**src/sv/sks_pkg.sv**
```systemverilog
// ----------------------------------------------------------------------------
// sks_pkg: shared types for the sorted key set
// Request and status codes, controller states, and the command and status
// bundles between the controller and the datapath.
// ----------------------------------------------------------------------------
`default_nettype none

package sks_pkg;

    typedef enum logic [1:0] {
        REQ_INSERT = 2'd0,
        REQ_REMOVE = 2'd1,
        REQ_LOOKUP = 2'd2,
        REQ_READ   = 2'd3
    } t_req;

    typedef enum logic [1:0] {
        ST_OK   = 2'd0,
        ST_MISS = 2'd1,
        ST_FULL = 2'd2
    } t_status;

    typedef enum logic [3:0] {
        S_IDLE,
        S_SRCH,
        S_SRCH_CMP,
        S_CHK,
        S_DECIDE,
        S_SHIFT,
        S_SHIFT_WR,
        S_RD_RANK,
        S_DONE
    } t_state;

    // controller -> datapath
    typedef struct packed {
        logic load;      // capture request, open search window
        logic rd_mid;    // read middle entry of window
        logic step;      // narrow window from compare
        logic rd_pos;    // read entry at final position
        logic chk;       // exact match check at position
        logic ptr_init;  // start shift pointer
        logic shift_rd;  // read neighbor of pointer
        logic shift_wr;  // write neighbor into pointer, advance
        logic ins_key;   // write new key at position
        logic rd_rank;   // read entry at rank
        logic finish;    // load result register, commit count
    } t_sks_cmd;

    // datapath -> controller
    typedef struct packed {
        t_req req;
        logic more;        // search window not empty
        logic found;
        logic full;
        logic shift_more;
        logic out_free;
    } t_sks_sts;

endpackage

`default_nettype wire

```
**src/sv/sks_ctrl.sv**
```systemverilog
// ----------------------------------------------------------------------------
// sks_ctrl: request sequencer
// Runs the bisection, the exact match check, the one-entry-at-a-time shift
// and the result hand-off by issuing commands to the datapath.
// ----------------------------------------------------------------------------
`default_nettype none

module sks_ctrl (
    input  wire              i_clk,
    input  wire              i_rst_n,
    input  wire              i_in_valid,
    input  wire        [1:0] i_req_type,
    output logic             o_in_stall,
    input  sks_pkg::t_sks_sts i_sts,
    output sks_pkg::t_sks_cmd o_cmd
);

    sks_pkg::t_state r_state;
    sks_pkg::t_state n_state;

    always_ff @(posedge i_clk) begin
        if (!i_rst_n) begin
            r_state <= sks_pkg::S_IDLE;
        end else begin
            r_state <= n_state;
        end
    end

    always_comb begin
        n_state    = r_state;
        o_cmd      = '0;
        o_in_stall = 1'b1;
        unique case (r_state)
            sks_pkg::S_IDLE: begin
                o_in_stall = 1'b0;
                if (i_in_valid) begin
                    o_cmd.load = 1'b1;
                    if (sks_pkg::t_req'(i_req_type) == sks_pkg::REQ_READ) begin
                        n_state = sks_pkg::S_RD_RANK;
                    end else begin
                        n_state = sks_pkg::S_SRCH;
                    end
                end
            end
            sks_pkg::S_SRCH: begin
                if (i_sts.more) begin
                    o_cmd.rd_mid = 1'b1;
                    n_state      = sks_pkg::S_SRCH_CMP;
                end else begin
                    o_cmd.rd_pos = 1'b1;
                    n_state      = sks_pkg::S_CHK;
                end
            end
            sks_pkg::S_SRCH_CMP: begin
                o_cmd.step = 1'b1;
                n_state    = sks_pkg::S_SRCH;
            end
            sks_pkg::S_CHK: begin
                o_cmd.chk = 1'b1;
                n_state   = sks_pkg::S_DECIDE;
            end
            sks_pkg::S_DECIDE: begin
                if ((i_sts.req == sks_pkg::REQ_INSERT && !i_sts.found && !i_sts.full) ||
                    (i_sts.req == sks_pkg::REQ_REMOVE && i_sts.found)) begin
                    o_cmd.ptr_init = 1'b1;
                    n_state        = sks_pkg::S_SHIFT;
                end else begin
                    n_state = sks_pkg::S_DONE;
                end
            end
            sks_pkg::S_SHIFT: begin
                if (i_sts.shift_more) begin
                    o_cmd.shift_rd = 1'b1;
                    n_state        = sks_pkg::S_SHIFT_WR;
                end else begin
                    o_cmd.ins_key = (i_sts.req == sks_pkg::REQ_INSERT);
                    n_state       = sks_pkg::S_DONE;
                end
            end
            sks_pkg::S_SHIFT_WR: begin
                o_cmd.shift_wr = 1'b1;
                n_state        = sks_pkg::S_SHIFT;
            end
            sks_pkg::S_RD_RANK: begin
                o_cmd.rd_rank = 1'b1;
                n_state       = sks_pkg::S_DONE;
            end
            sks_pkg::S_DONE: begin
                if (i_sts.out_free) begin
                    o_cmd.finish = 1'b1;
                    n_state      = sks_pkg::S_IDLE;
                end
            end
            default: begin
                n_state = sks_pkg::S_IDLE;
            end
        endcase
    end

    // only one memory access command per cycle
    a_one_access: assert property (@(posedge i_clk) disable iff (!i_rst_n)
        $onehot0({o_cmd.rd_mid, o_cmd.rd_pos, o_cmd.shift_rd, o_cmd.rd_rank,
                  o_cmd.shift_wr, o_cmd.ins_key}))
        else $error("sks_ctrl: more than one memory access at once");

    // a request is only taken in idle, and the result leaves only from done
    a_load_idle: assert property (@(posedge i_clk) disable iff (!i_rst_n)
        o_cmd.load |=> (r_state == sks_pkg::S_SRCH || r_state == sks_pkg::S_RD_RANK))
        else $error("sks_ctrl: load did not start a request");

    a_finish_idle: assert property (@(posedge i_clk) disable iff (!i_rst_n)
        o_cmd.finish |=> (r_state == sks_pkg::S_IDLE) && !o_in_stall)
        else $error("sks_ctrl: finish did not return to idle");

endmodule

`default_nettype wire

```
**src/sv/sks_dp.sv**
```systemverilog
// ----------------------------------------------------------------------------
// sks_dp: key store and search datapath
// Single-port key memory with registered read, bisection window, shift
// pointer, key count and the result register.
// ----------------------------------------------------------------------------
`default_nettype none

module sks_dp #(
    parameter int CAPACITY  = 64,
    parameter int KEY_WIDTH = 32
) (
    input  wire               i_clk,
    input  wire               i_rst_n,
    input  wire               i_cfg_wr_en,
    input  wire               i_cfg_wr_data,
    input  wire         [1:0] i_req_type,
    input  wire        [31:0] i_key,
    input  wire         [5:0] i_rank,
    input  sks_pkg::t_sks_cmd i_cmd,
    output sks_pkg::t_sks_sts o_sts,
    output logic              o_out_valid,
    input  wire               i_out_stall,
    output logic        [1:0] o_status,
    output logic              o_found,
    output logic       [31:0] o_key_out,
    output logic        [5:0] o_position,
    output logic        [6:0] o_count
);

    localparam int IW = $clog2(CAPACITY);
    localparam int CW = $clog2(CAPACITY + 1);
    localparam logic [KEY_WIDTH-1:0] SIGN_MASK = KEY_WIDTH'(1) << (KEY_WIDTH - 1);

    logic [KEY_WIDTH-1:0] r_mem [CAPACITY];
    logic [KEY_WIDTH-1:0] r_rd_data;

    logic                 r_cmp_signed;
    sks_pkg::t_req        r_req;
    logic [KEY_WIDTH-1:0] r_key;
    logic [5:0]           r_rank;
    logic [CW-1:0]        r_count;
    logic [CW-1:0]        r_lo;
    logic [CW-1:0]        r_hi;
    logic [CW-1:0]        r_mid;
    logic [CW-1:0]        r_ptr;
    logic                 r_found;

    logic                 r_out_valid;
    sks_pkg::t_status     r_status;
    logic                 r_out_found;
    logic [31:0]          r_key_out;
    logic [5:0]           r_position;
    logic [6:0]           r_out_count;

    logic                 rd_en;
    logic [IW-1:0]        rd_addr;
    logic                 wr_en;
    logic [IW-1:0]        wr_addr;
    logic [KEY_WIDTH-1:0] wr_data;
    logic [CW-1:0]        mid;
    logic [CW-1:0]        nbr;
    logic                 key_gt;
    logic                 key_eq;
    logic                 full;
    logic                 is_ins;
    logic                 rank_ok;
    logic                 shift_more;

    assign is_ins  = (r_req == sks_pkg::REQ_INSERT);
    assign full    = (r_count >= CW'(CAPACITY));
    assign rank_ok = (32'(r_rank) < 32'(r_count));
    assign mid     = CW'(((CW + 1)'(r_lo) + (CW + 1)'(r_hi)) >> 1);
    assign nbr     = is_ins ? (r_ptr - CW'(1)) : (r_ptr + CW'(1));
    assign key_eq  = (r_key == r_rd_data);
    // signed order is unsigned order with the sign bits flipped
    assign key_gt  = ((r_key ^ (r_cmp_signed ? SIGN_MASK : '0)) >
                      (r_rd_data ^ (r_cmp_signed ? SIGN_MASK : '0)));
    assign shift_more = is_ins ? (r_ptr > r_hi)
                               : ((CW + 1)'(r_ptr) + (CW + 1)'(1) < (CW + 1)'(r_count));

    always_comb begin
        rd_en   = i_cmd.rd_mid | i_cmd.rd_pos | i_cmd.shift_rd | i_cmd.rd_rank;
        rd_addr = r_hi[IW-1:0];
        if (i_cmd.rd_mid) begin
            rd_addr = mid[IW-1:0];
        end else if (i_cmd.shift_rd) begin
            rd_addr = nbr[IW-1:0];
        end else if (i_cmd.rd_rank) begin
            rd_addr = IW'(r_rank);
        end
        wr_en   = i_cmd.shift_wr | i_cmd.ins_key;
        wr_addr = i_cmd.shift_wr ? r_ptr[IW-1:0] : r_hi[IW-1:0];
        wr_data = i_cmd.shift_wr ? r_rd_data : r_key;
    end

    always_ff @(posedge i_clk) begin
        if (wr_en) begin
            r_mem[wr_addr] <= wr_data;
        end
        if (rd_en) begin
            r_rd_data <= r_mem[rd_addr];
        end
    end

    // search window, shift pointer, request fields, match flag
    always_ff @(posedge i_clk) begin
        if (i_cmd.load) begin
            r_req  <= sks_pkg::t_req'(i_req_type);
            r_key  <= KEY_WIDTH'(i_key);
            r_rank <= i_rank;
            r_lo   <= '0;
            r_hi   <= r_count;
        end
        if (i_cmd.rd_mid) begin
            r_mid <= mid;
        end
        if (i_cmd.step) begin
            if (key_eq) begin
                // hit closes the window on mid
                r_lo <= r_mid;
                r_hi <= r_mid;
            end else if (key_gt) begin
                r_lo <= r_mid + CW'(1);
            end else begin
                r_hi <= r_mid;
            end
        end
        if (i_cmd.chk) begin
            r_found <= (r_hi < r_count) && key_eq;
        end
        if (i_cmd.ptr_init) begin
            r_ptr <= is_ins ? r_count : r_hi;
        end else if (i_cmd.shift_wr) begin
            r_ptr <= nbr;
        end
    end

    // control state: mode register, key count, result valid
    always_ff @(posedge i_clk) begin
        if (!i_rst_n) begin
            r_cmp_signed <= 1'b0;
            r_count      <= '0;
            r_out_valid  <= 1'b0;
        end else begin
            if (i_cfg_wr_en) begin
                r_cmp_signed <= i_cfg_wr_data;
            end
            if (i_cmd.finish) begin
                if (is_ins && !r_found && !full) begin
                    r_count <= r_count + CW'(1);
                end else if (r_req == sks_pkg::REQ_REMOVE && r_found) begin
                    r_count <= r_count - CW'(1);
                end
            end
            if (i_cmd.finish) begin
                r_out_valid <= 1'b1;
            end else if (!i_out_stall) begin
                r_out_valid <= 1'b0;
            end
        end
    end

    // result register
    always_ff @(posedge i_clk) begin
        if (i_cmd.finish) begin
            r_out_found <= (r_req != sks_pkg::REQ_READ) && r_found;
            r_key_out   <= 32'(r_key);
            r_position  <= 6'(r_hi);
            r_out_count <= 7'(r_count);
            unique case (r_req)
                sks_pkg::REQ_INSERT: begin
                    if (r_found) begin
                        r_status <= sks_pkg::ST_MISS;
                    end else if (full) begin
                        r_status <= sks_pkg::ST_FULL;
                    end else begin
                        r_status    <= sks_pkg::ST_OK;
                        r_out_count <= 7'(r_count + CW'(1));
                    end
                end
                sks_pkg::REQ_REMOVE: begin
                    if (r_found) begin
                        r_status    <= sks_pkg::ST_OK;
                        r_out_count <= 7'(r_count - CW'(1));
                    end else begin
                        r_status <= sks_pkg::ST_MISS;
                    end
                end
                sks_pkg::REQ_LOOKUP: begin
                    r_status <= r_found ? sks_pkg::ST_OK : sks_pkg::ST_MISS;
                end
                sks_pkg::REQ_READ: begin
                    r_position <= r_rank;
                    r_status   <= rank_ok ? sks_pkg::ST_OK : sks_pkg::ST_MISS;
                    r_key_out  <= rank_ok ? 32'(r_rd_data) : '0;
                end
                default: begin
                    r_status <= sks_pkg::ST_MISS;
                end
            endcase
        end
    end

    assign o_sts.req        = r_req;
    assign o_sts.more       = (r_lo < r_hi);
    assign o_sts.found      = r_found;
    assign o_sts.full       = full;
    assign o_sts.shift_more = shift_more;
    assign o_sts.out_free   = !r_out_valid || !i_out_stall;

    assign o_out_valid = r_out_valid;
    assign o_status    = r_status;
    assign o_found     = r_out_found;
    assign o_key_out   = r_key_out;
    assign o_position  = r_position;
    assign o_count     = r_out_count;

    a_no_overwrite: assert property (@(posedge i_clk) disable iff (!i_rst_n)
        (r_out_valid && i_out_stall) |-> !i_cmd.finish)
        else $error("sks_dp: result overwritten while stalled");

    a_count_range: assert property (@(posedge i_clk) disable iff (!i_rst_n)
        i_cmd.finish |=> (r_count <= CW'(CAPACITY)))
        else $error("sks_dp: count beyond capacity");

    a_window: assert property (@(posedge i_clk) disable iff (!i_rst_n)
        i_cmd.step |=> (r_lo <= r_hi) && (r_hi <= r_count))
        else $error("sks_dp: search window inverted");

    a_insert_count: assert property (@(posedge i_clk) disable iff (!i_rst_n)
        (i_cmd.finish && is_ins && !r_found && !full) |=>
            (r_count == $past(r_count) + CW'(1)))
        else $error("sks_dp: insert did not grow count");

endmodule

`default_nettype wire

```
**src/sv/sorted_key_set.sv**
```systemverilog
// ----------------------------------------------------------------------------
// sorted_key_set: ordered set of distinct keys with binary search
// Insert, remove, lookup and read-at-rank over a fixed store kept sorted.
//
//   channel   dir   handshake                     payload
//   in        in    i_in_valid / o_in_stall       i_req_type, i_key, i_rank
//   out       out   o_out_valid / i_out_stall     o_status, o_found, o_key_out,
//                                                 o_position, o_count
//   cfg       in    i_cfg_wr_en                   i_cfg_wr_data (compare_signed)
//
// Read at rank: a rank read, then the result. Other requests: S bisection steps
// (up to ceil(log2(n+1))), the match check, and, when an insert or remove changes
// the store, a read then a write per entry moved, as the key memory is single-port.
// One request in work at a time; a result may wait in the output register while
// the next request is taken, and holds the following one back while stalled.
// Reset clears the count and the mode; the memory is not cleared.
// ----------------------------------------------------------------------------
`default_nettype none

module sorted_key_set #(
    parameter int CAPACITY  = 64,
    parameter int KEY_WIDTH = 32
) (
    input  wire         i_clk,
    input  wire         i_rst_n,
    input  wire         i_cfg_wr_en,
    input  wire         i_cfg_wr_data,
    input  wire         i_in_valid,
    output logic        o_in_stall,
    input  wire   [1:0] i_req_type,
    input  wire  [31:0] i_key,
    input  wire   [5:0] i_rank,
    output logic        o_out_valid,
    input  wire         i_out_stall,
    output logic  [1:0] o_status,
    output logic        o_found,
    output logic [31:0] o_key_out,
    output logic  [5:0] o_position,
    output logic  [6:0] o_count
);

    sks_pkg::t_sks_cmd cmd;
    sks_pkg::t_sks_sts sts;

    sks_ctrl u_ctrl (
        .i_clk      (i_clk),
        .i_rst_n    (i_rst_n),
        .i_in_valid (i_in_valid),
        .i_req_type (i_req_type),
        .o_in_stall (o_in_stall),
        .i_sts      (sts),
        .o_cmd      (cmd)
    );

    sks_dp #(
        .CAPACITY  (CAPACITY),
        .KEY_WIDTH (KEY_WIDTH)
    ) u_dp (
        .i_clk         (i_clk),
        .i_rst_n       (i_rst_n),
        .i_cfg_wr_en   (i_cfg_wr_en),
        .i_cfg_wr_data (i_cfg_wr_data),
        .i_req_type    (i_req_type),
        .i_key         (i_key),
        .i_rank        (i_rank),
        .i_cmd         (cmd),
        .o_sts         (sts),
        .o_out_valid   (o_out_valid),
        .i_out_stall   (i_out_stall),
        .o_status      (o_status),
        .o_found       (o_found),
        .o_key_out     (o_key_out),
        .o_position    (o_position),
        .o_count       (o_count)
    );

endmodule

`default_nettype wire
```
**config.mk**
```make
export PLATFORM = sky130hd
export DESIGN_NAME = sorted_key_set
export DESIGN_NICKNAME = d
export VERILOG_FILES = /design/src/sv/sks_pkg.sv /design/src/sv/sks_ctrl.sv /design/src/sv/sks_dp.sv /design/src/sv/sorted_key_set.sv
export SDC_FILE = /design/constraint.sdc
export NUM_CORES = 2
export LEC_CHECK = 0
export ABC_AREA = 1
export BUFFER_PORTS_ARGS = -buffer_cell sky130_fd_sc_hd__buf_2
export CAP_MARGIN = 5
export CORE_ASPECT_RATIO = 2
export CORE_UTILIZATION = 44
export DETAILED_ROUTE_END_ITERATION = 7
export MAX_ROUTING_LAYER = met4
export PLACE_DENSITY_LB_ADDON = 0.08
export SYNTH_ARGS = -nofsm -noshare
export SYNTH_HDL_FRONTEND = slang
export SYNTH_SLANG_ARGS = --single-unit
```
**constraint.sdc**
```tcl
create_clock -name i_clk -period 5.6 [get_ports i_clk]
set_input_delay 0.28 -clock i_clk [delete_from_list [all_inputs] [get_ports i_clk]]
set_output_delay 0.28 -clock i_clk [all_outputs]
set_load 0.05 [all_outputs]
```
# Yosys cells after proc, flatten, opt, wreduce, memory -nomap -nowiden
# Memories as Yosys holds them, arrays and structs flattened. A register that Yosys moved wholly into a read port is not among the register bits.
# Cells that the tools add are included.
[word_totals]
n_memories = 1
input_bits = 46
mem_bits_rw = 2048
wordCells = 136
out_inout_bits = 50
regBits = 130
[mem_list]
columns = ["name", "depth", "width", "rd", "rd_ports_with_merged_regs", "write_ports", "line_no", "text"]
rows = [
  ["u_dp.r_mem", 64, 32, 1, 1, 1, "sks_dp.sv:34", "logic [KEY_WIDTH-1:0] r_mem [CAPACITY];"],
]
[classes]
eq_ne = 17
n_mux = 63
bitwise = 6
addsub = 7
n_lt_le_gt_ge = 7
reduce_logical = 18
[op_table]
columns = ["op", "count"]
rows = [
  ["32-bit 2-to-1 mux", 4],
  ["7-bit 2-to-1 mux", 17],
  ["32-bit bitwise XOR", 2],
  ["4-bit case mux with 9 select lines", 1],
  ["32-bit == test", 1],
  ["32-bit > comparator", 1],
  ["6-bit 2-to-1 mux", 5],
  ["1-bit 2-to-1 mux", 27],
  ["7-bit by 1-bit adder with 7-bit output (second input constant)", 3],
  ["4-bit by 3-bit == test with 1-bit output (second input constant)", 4],
  ["4-bit 2-to-1 mux", 4],
  ["7-bit less-than comparator", 2],
  ["7-bit case mux with 2 select lines", 1],
  ["7-bit by 1-bit subtractor with 7-bit output (second input constant)", 2],
  ["7-bit by 1-bit adder with 8-bit output (second input constant)", 1],
  ["7-bit by 7-bit adder with 8-bit output", 1],
  ["4-bit by 2-bit == test with 1-bit output (second input constant)", 2],
  ["8-bit by 7-bit less-than comparator with 1-bit output", 1],
  ["7-bit >= comparator (second input constant)", 1],
  ["7-bit > comparator", 1],
  ["6-bit by 7-bit less-than comparator with 1-bit output", 1],
  ["2-bit == test (second input constant)", 3],
  ["2-bit != test (second input constant)", 3],
  ["2-bit case mux with 3 select lines", 1],
  ["15 further kinds", 29],
]

# Longest topological paths before layout
[depth]
ltp_word = 8
depth_mapped = 27
ltp_nobuf = 25

# Hierarchy
# From an unflattened synthesis, not the netlist that was laid out.
[unflattened]
cells_unflattened = 9061
hier_area_um2 = 96909.2
[by_module_without_submodules]
columns = ["mod", "area_per_inst_um2", "seq_area_each_um2", "instances", "cells_per_inst"]
rows = [
  ["sks_dp", 96521.3, 66013.3, 1, 8990],
  ["sks_ctrl", 387.9, 80.1, 1, 71],
]

# Least setup slack after synthesis
# OpenSTA, ideal clock, no wires.
[synth_path]
kind = "reg-to-reg"
startpoint = "reg u_dp.r_ptr[2]"
endpoint = "mem u_dp.r_mem[50][0] (enable)"
required_ps = 5099
synth_period_minus_slack_ps = 5075
n_path_buf = 0
setup_time_ps = 501
arrival_time_ps = 4573
path_slack_ps = 525
path_stages_with_launch = 11
path_cell_list = "edfxtp_1 ha_1 a21oi_1 nand2_1 nand2_1 nand2_1 nand2_1 nand3_1 nand2_1 nand3_1 nor4_1"
[synth_between]
elab_chain_cells = 8
word_cells_on_any_way = 10
classes_between = "1 x add/sub; 2 x order compare; 6 x mux; 1 x bitwise"
[synth_rtl]
columns = ["element", "line_no", "text"]
rows = [
  ["start: declaration", "sks_dp.sv:45", "logic [CW-1:0] r_ptr;"],
  ["start signal: assignment", "sks_dp.sv:132", "r_ptr <= is_ins ? r_count : r_hi;"],
  ["start signal: assignment", "sks_dp.sv:134", "r_ptr <= nbr;"],
  ["7-bit by 1-bit adder with 8-bit output", "sks_dp.sv:79", ": ((CW + 1)'(r_ptr) + (CW + 1)'(1) < (CW + 1)'(r_count));"],
  ["8-bit by 7-bit less-than comparator with 1-bit output", "sks_dp.sv:79", ""],
  ["1-bit 2-to-1 mux", "sks_dp.sv:78", "assign shift_more = is_ins ? (r_ptr > r_hi)"],
  ["1-bit 2-to-1 mux", "sks_ctrl.sv:72", "if (i_sts.shift_more) begin"],
  ["1-bit 2-to-1 mux", "sks_ctrl.sv:33", "unique case (r_state)"],
  ["1-bit OR", "sks_dp.sv:91", "wr_en = i_cmd.shift_wr | i_cmd.ins_key;"],
  ["1-bit 2-to-1 mux", "sks_dp.sv:97", "if (wr_en) begin"],
  ["1-bit 2-to-1 mux (implied by the code)", "sks_dp.sv:98", "r_mem[wr_addr] <= wr_data;"],
  ["end: declaration", "sks_dp.sv:34", ""],
]
# Several ways; a longest one is shown, not always the timed one.

# Worst setup path after layout
[layout_path]
startpoint = "reg u_dp.r_ptr[1]"
endpoint = "reg u_dp.r_rd_data[31], read port of u_dp.r_mem, data pin"
[layout_between]
elab_chain_cells = 7
word_cells_on_any_way = 13
classes_between = "3 x add/sub; 2 x order compare; 6 x mux; 2 x bitwise"
[layout_rtl]
columns = ["element", "line_no", "text"]
rows = [
  ["7-bit by 1-bit adder with 8-bit output", "sks_dp.sv:79", ""],
  ["8-bit by 7-bit less-than comparator with 1-bit output", "sks_dp.sv:79", ""],
  ["1-bit 2-to-1 mux", "sks_dp.sv:78", ""],
  ["1-bit 2-to-1 mux", "sks_ctrl.sv:72", ""],
  ["1-bit 2-to-1 mux", "sks_ctrl.sv:33", ""],
  ["6-bit 2-to-1 mux or 1-bit OR (tied branches)", "sks_dp.sv:86, sks_dp.sv:82", ""],
  ["6-bit 2-to-1 mux or 1-bit OR (tied branches)", "sks_dp.sv:84, sks_dp.sv:82", ""],
  ["end: declaration", "sks_dp.sv:35", "logic [KEY_WIDTH-1:0] r_rd_data;"],
]
# Several ways; a longest one is shown, not always the timed one.
# A chain may end at the register's enable or synchronous reset.

==> results.sh <==
export IMPL_status="finished, final reports clean"
export IMPL_ys_seq_area_share_pct=66.8
export IMPL_hold_viol=0
export IMPL_synth_cell_types=48
export IMPL_via_count=67300
export IMPL_r2r_end="u_dp.r_rd_data[31]"
export IMPL_irDropWorstVdd_uv=527
export IMPL_finalNonFillerCells=12900
export IMPL_synth_area_leaders="edfxtp_1 (66%), nand3_1 (11%), nand2_1 (8.3%), inv_1 (7.9%), buf_2 (1.5%)"
export IMPL_skew_ps=31.5
export IMPL_postCtsSetupBuffers=0
export IMPL_whs_ps=143
export IMPL_wirelength_um=298000
export IMPL_drt_iter0_markers=5386
export IMPL_power_density_mw_per_mm2=563
export IMPL_min_period_ps=5020
export IMPL_leakage_nw=47.0
export IMPL_rr_worst_depth=21
export IMPL_clock_sinks=2210
export IMPL_cts_buffers=203
export IMPL_rrSetupSlack_ps=580
export IMPL_htreeDepth=4
export IMPL_max_slew_margin_pct=15.5
export IMPL_hold_path_end="u_dp.r_key[14]"
export IMPL_met2_length_um=159000
export IMPL_startpoint_type="register"
export IMPL_die_area_mm2=0.227
export IMPL_yosys_area_top_type="edfxtp_1"
export IMPL_die_x_um=337
export IMPL_dr_pass1_iters=8
export IMPL_crit_type="register to register"
export IMPL_fmax_mhz=199
export IMPL_hold_path_depth=2
export IMPL_hold_path_startpoint="i_key[14]"
export IMPL_critPathRequiredTime_ps=6130
export IMPL_routabilityCongestion=0.906
export IMPL_cp_max_fo=43
export IMPL_cp_end_kind="register"
export IMPL_grt_pass1_wl_um=438000
export IMPL_period_share_pct=89.7
export IMPL_areaGrowthSynthToFinish_pct=12.4
export IMPL_routedWlPerCell_um=23.1
export IMPL_crit_arrival_ps=5550
export IMPL_cts_resized=0
export IMPL_drc_errors=0
export IMPL_hpwl_um=184000
export IMPL_io_pins=96
export IMPL_antenna_found_initial=3
export IMPL_port_buffers=95
export IMPL_drv_slew=0
export IMPL_final_area_mm2=0.111
export IMPL_grt_start_max_net_pins=111
export IMPL_antenna_left=0
export IMPL_clk_latency_ps=870
export IMPL_cts_hold_buf=47
export IMPL_rsz0062_at_grt="no"
export IMPL_grt_overflow=0
export IMPL_worst_pin_slew_ps=1250
export IMPL_row_count=245
export IMPL_syn_area_per_cell_um2=10.2
export IMPL_nets=9927
export IMPL_layout_drive_gt1_share_pct=7.62
export IMPL_core_mm2=0.223
export IMPL_synth_seq_cells=2210
export IMPL_synth_edff_count=2183
export IMPL_clockBufferDepth=4
export IMPL_root_buffer="clkbuf_16"
export IMPL_final_fill_count=20200
export IMPL_tns_ps=0
export IMPL_synth_flop_cell="edfxtp_1"
export IMPL_synthArstFlopShare_pct=0
export IMPL_via_per_inst=5.21
export IMPL_hold_path_class="input port to register"
export IMPL_wl_met3_um=12700
export IMPL_netlist_instances=9670
export IMPL_fin_util_pct=49.8
export IMPL_reg2reg_from="u_dp.r_ptr[1]"
export IMPL_syn_area_mm2=0.0989
export IMPL_cts_tree="yes"
export IMPL_synth_top_area_share_pct=66.3
export IMPL_drv_cap=0
export IMPL_placed_cells=12500
export IMPL_initial_core_util_pct=44.3
export IMPL_finalSetupViolations=0
export IMPL_clk_pin_slew_ps=70
export IMPL_die_h_um=673
export IMPL_grt_util_all_layers_pct=27.0
export IMPL_dpl_cell_area_mm2=0.105
export IMPL_yosysWarnings=0
export IMPL_drt_met1_wl_um=115000
export IMPL_grt_pass1_vias=66000
export IMPL_highest_layer="met4"
export IMPL_synthesis_nets=9797
-- kinds of logic (layout without fill, tap and decap cells) --
family	Yosys count	after routing	share of synthesized area, %
AO/OA/AOI/OAI	229	229	1.33
adder cells (fa/ha/maj)	81	81	1.04
XOR/XNOR	26	26	0.230
AND/OR/NAND/NOR	4544	4544	20.1
other	0	2	0
flip-flops	2210	2210	66.8
buffers and inverters	2580	2851	10.5
-- layout by cell type, fill, tap and decap left out, types with 12 or more instances in the layout --
cell / Yosys / final
buf_4: 46 / 212
o22ai_1: 35 / 35
a21oi_1: 52 / 51
nand2_1: 2198 / 2196
clkbuf_16: 0 / 204
buf_12: 0 / 70
nand3_1: 2187 / 2186
nor3_1: 12 / 12
o21ai_0: 95 / 63
clkinv_1: 1 / 41
nor2_4: 0 / 63
clkinv_2: 0 / 22
dfxtp_1: 27 / 27
clkbuf_1: 107 / 52
dlygate4sd3_1: 0 / 47
nor2_1: 116 / 52
bufinv_16: 0 / 18
ha_1: 79 / 78
buf_2: 305 / 95
o21ai_4: 0 / 34
xor2_1: 23 / 23
inv_1: 2076 / 2073
edfxtp_1: 2183 / 2183
o211ai_1: 14 / 14
-- critical path: stages (launching register included) --
cell and delay, ps:
edfxtp_1 500, ha_1 240, nand2_1 80, nor3_1 230
xor2_1 170, ha_1 250, nand2_1 70, nand2_1 50
nor2_1 110, nand3_1 270, nand2_2 220, nand2_4 110
inv_2 140, nand2_1 100, a31oi_4 560, buf_12 330
buf_12 360, nand3_1 130, nand3_1 90, nand3_1 150
nand3_1 260, nand2_1 240
-- routing by layer --
metal  vias to the layer above  track usage (%)
met4                         0             10.4
li1                      31800                -
met5                         -                -
met1                     33100             30.8
met3                       570             2.35
met2                      1826             48.8
-- through the flow --
stage	total power, mW	setup WS [ps]
finish	62.6	579
global route	66.0	444
CTS	63.1	628
detailed placement	49.5	656
global placement	49.4	601
floorplan	38.0	525
-- synth_stat cells (12+ instances only) --
library cell / n
dfxtp_1: 27
buf_6: 15
buf_2: 305
o211ai_1: 14
inv_1: 2076
o22ai_1: 35
o21ai_0: 95
buf_1: 26
nor3_1: 12
xor2_1: 23
ha_1: 79
clkbuf_1: 107
edfxtp_1: 2183
nor2_1: 116
nand2_1: 2198
a21oi_1: 52
buf_4: 46
nand3_1: 2187
-- power by group --
part	internal, mW	switching [mW]
clock	7.49	6.13
sequential	19.3	0.531
combinational	8.34	20.8
-- how the worst max path moves through the flow --
stage                     depth (start not counted)  slack, ps     startpoint                 end
after floorplan                                  10        530  u_dp.r_ptr[2]   u_dp.r_mem[50][0]
after global placement                           22        600  u_dp.r_ptr[0]  u_dp.r_rd_data[31]
after detailed placement                         22        660  u_dp.r_ptr[0]  u_dp.r_rd_data[31]
after CTS                                        22        630  u_dp.r_ptr[0]  u_dp.r_rd_data[31]
after global routing                             21        440  u_dp.r_ptr[0]  u_dp.r_rd_data[31]
final                                            21        580  u_dp.r_ptr[1]  u_dp.r_rd_data[31]
-- area by class of cell --
class / count / area (um^2) / area share [%]
Timing Repair Buffer: 424 / 3940 / 3.54
Inverter: 2081 / 7820 / 7.03
Clock inverter: 90 / 908 / 0.817
Antenna cell: 2 / 5.00 / 0.00450
Clock buffer: 256 / 5300 / 4.77
Sequential cell: 2210 / 66100 / 59.4
Tap cell: 2964 / 3710 / 3.33
Multi-Input combinational cell: 4880 / 23400 / 21.1
-- registers in the layout, indices dropped and copies added, names as in the netlist, 2 cells and up --
| register | count |
|---|---|
| u_dp.r_mid | 7 |
| u_ctrl.r_state | 4 |
| u_dp.r_rd_data | 32 |
| u_dp.r_rank | 6 |
| u_dp.o_status | 2 |
| u_dp.r_ptr | 7 |
| u_dp.r_lo | 7 |
| u_dp.r_count | 7 |
| u_dp.o_position | 6 |
| u_dp.r_req | 2 |
| u_dp.o_key_out | 32 |
| u_dp.r_hi | 7 |
| u_dp.r_mem | 2048 |
| u_dp.r_key | 32 |
| u_dp.o_count | 7 |
Power figures use the tool's default switching activity.
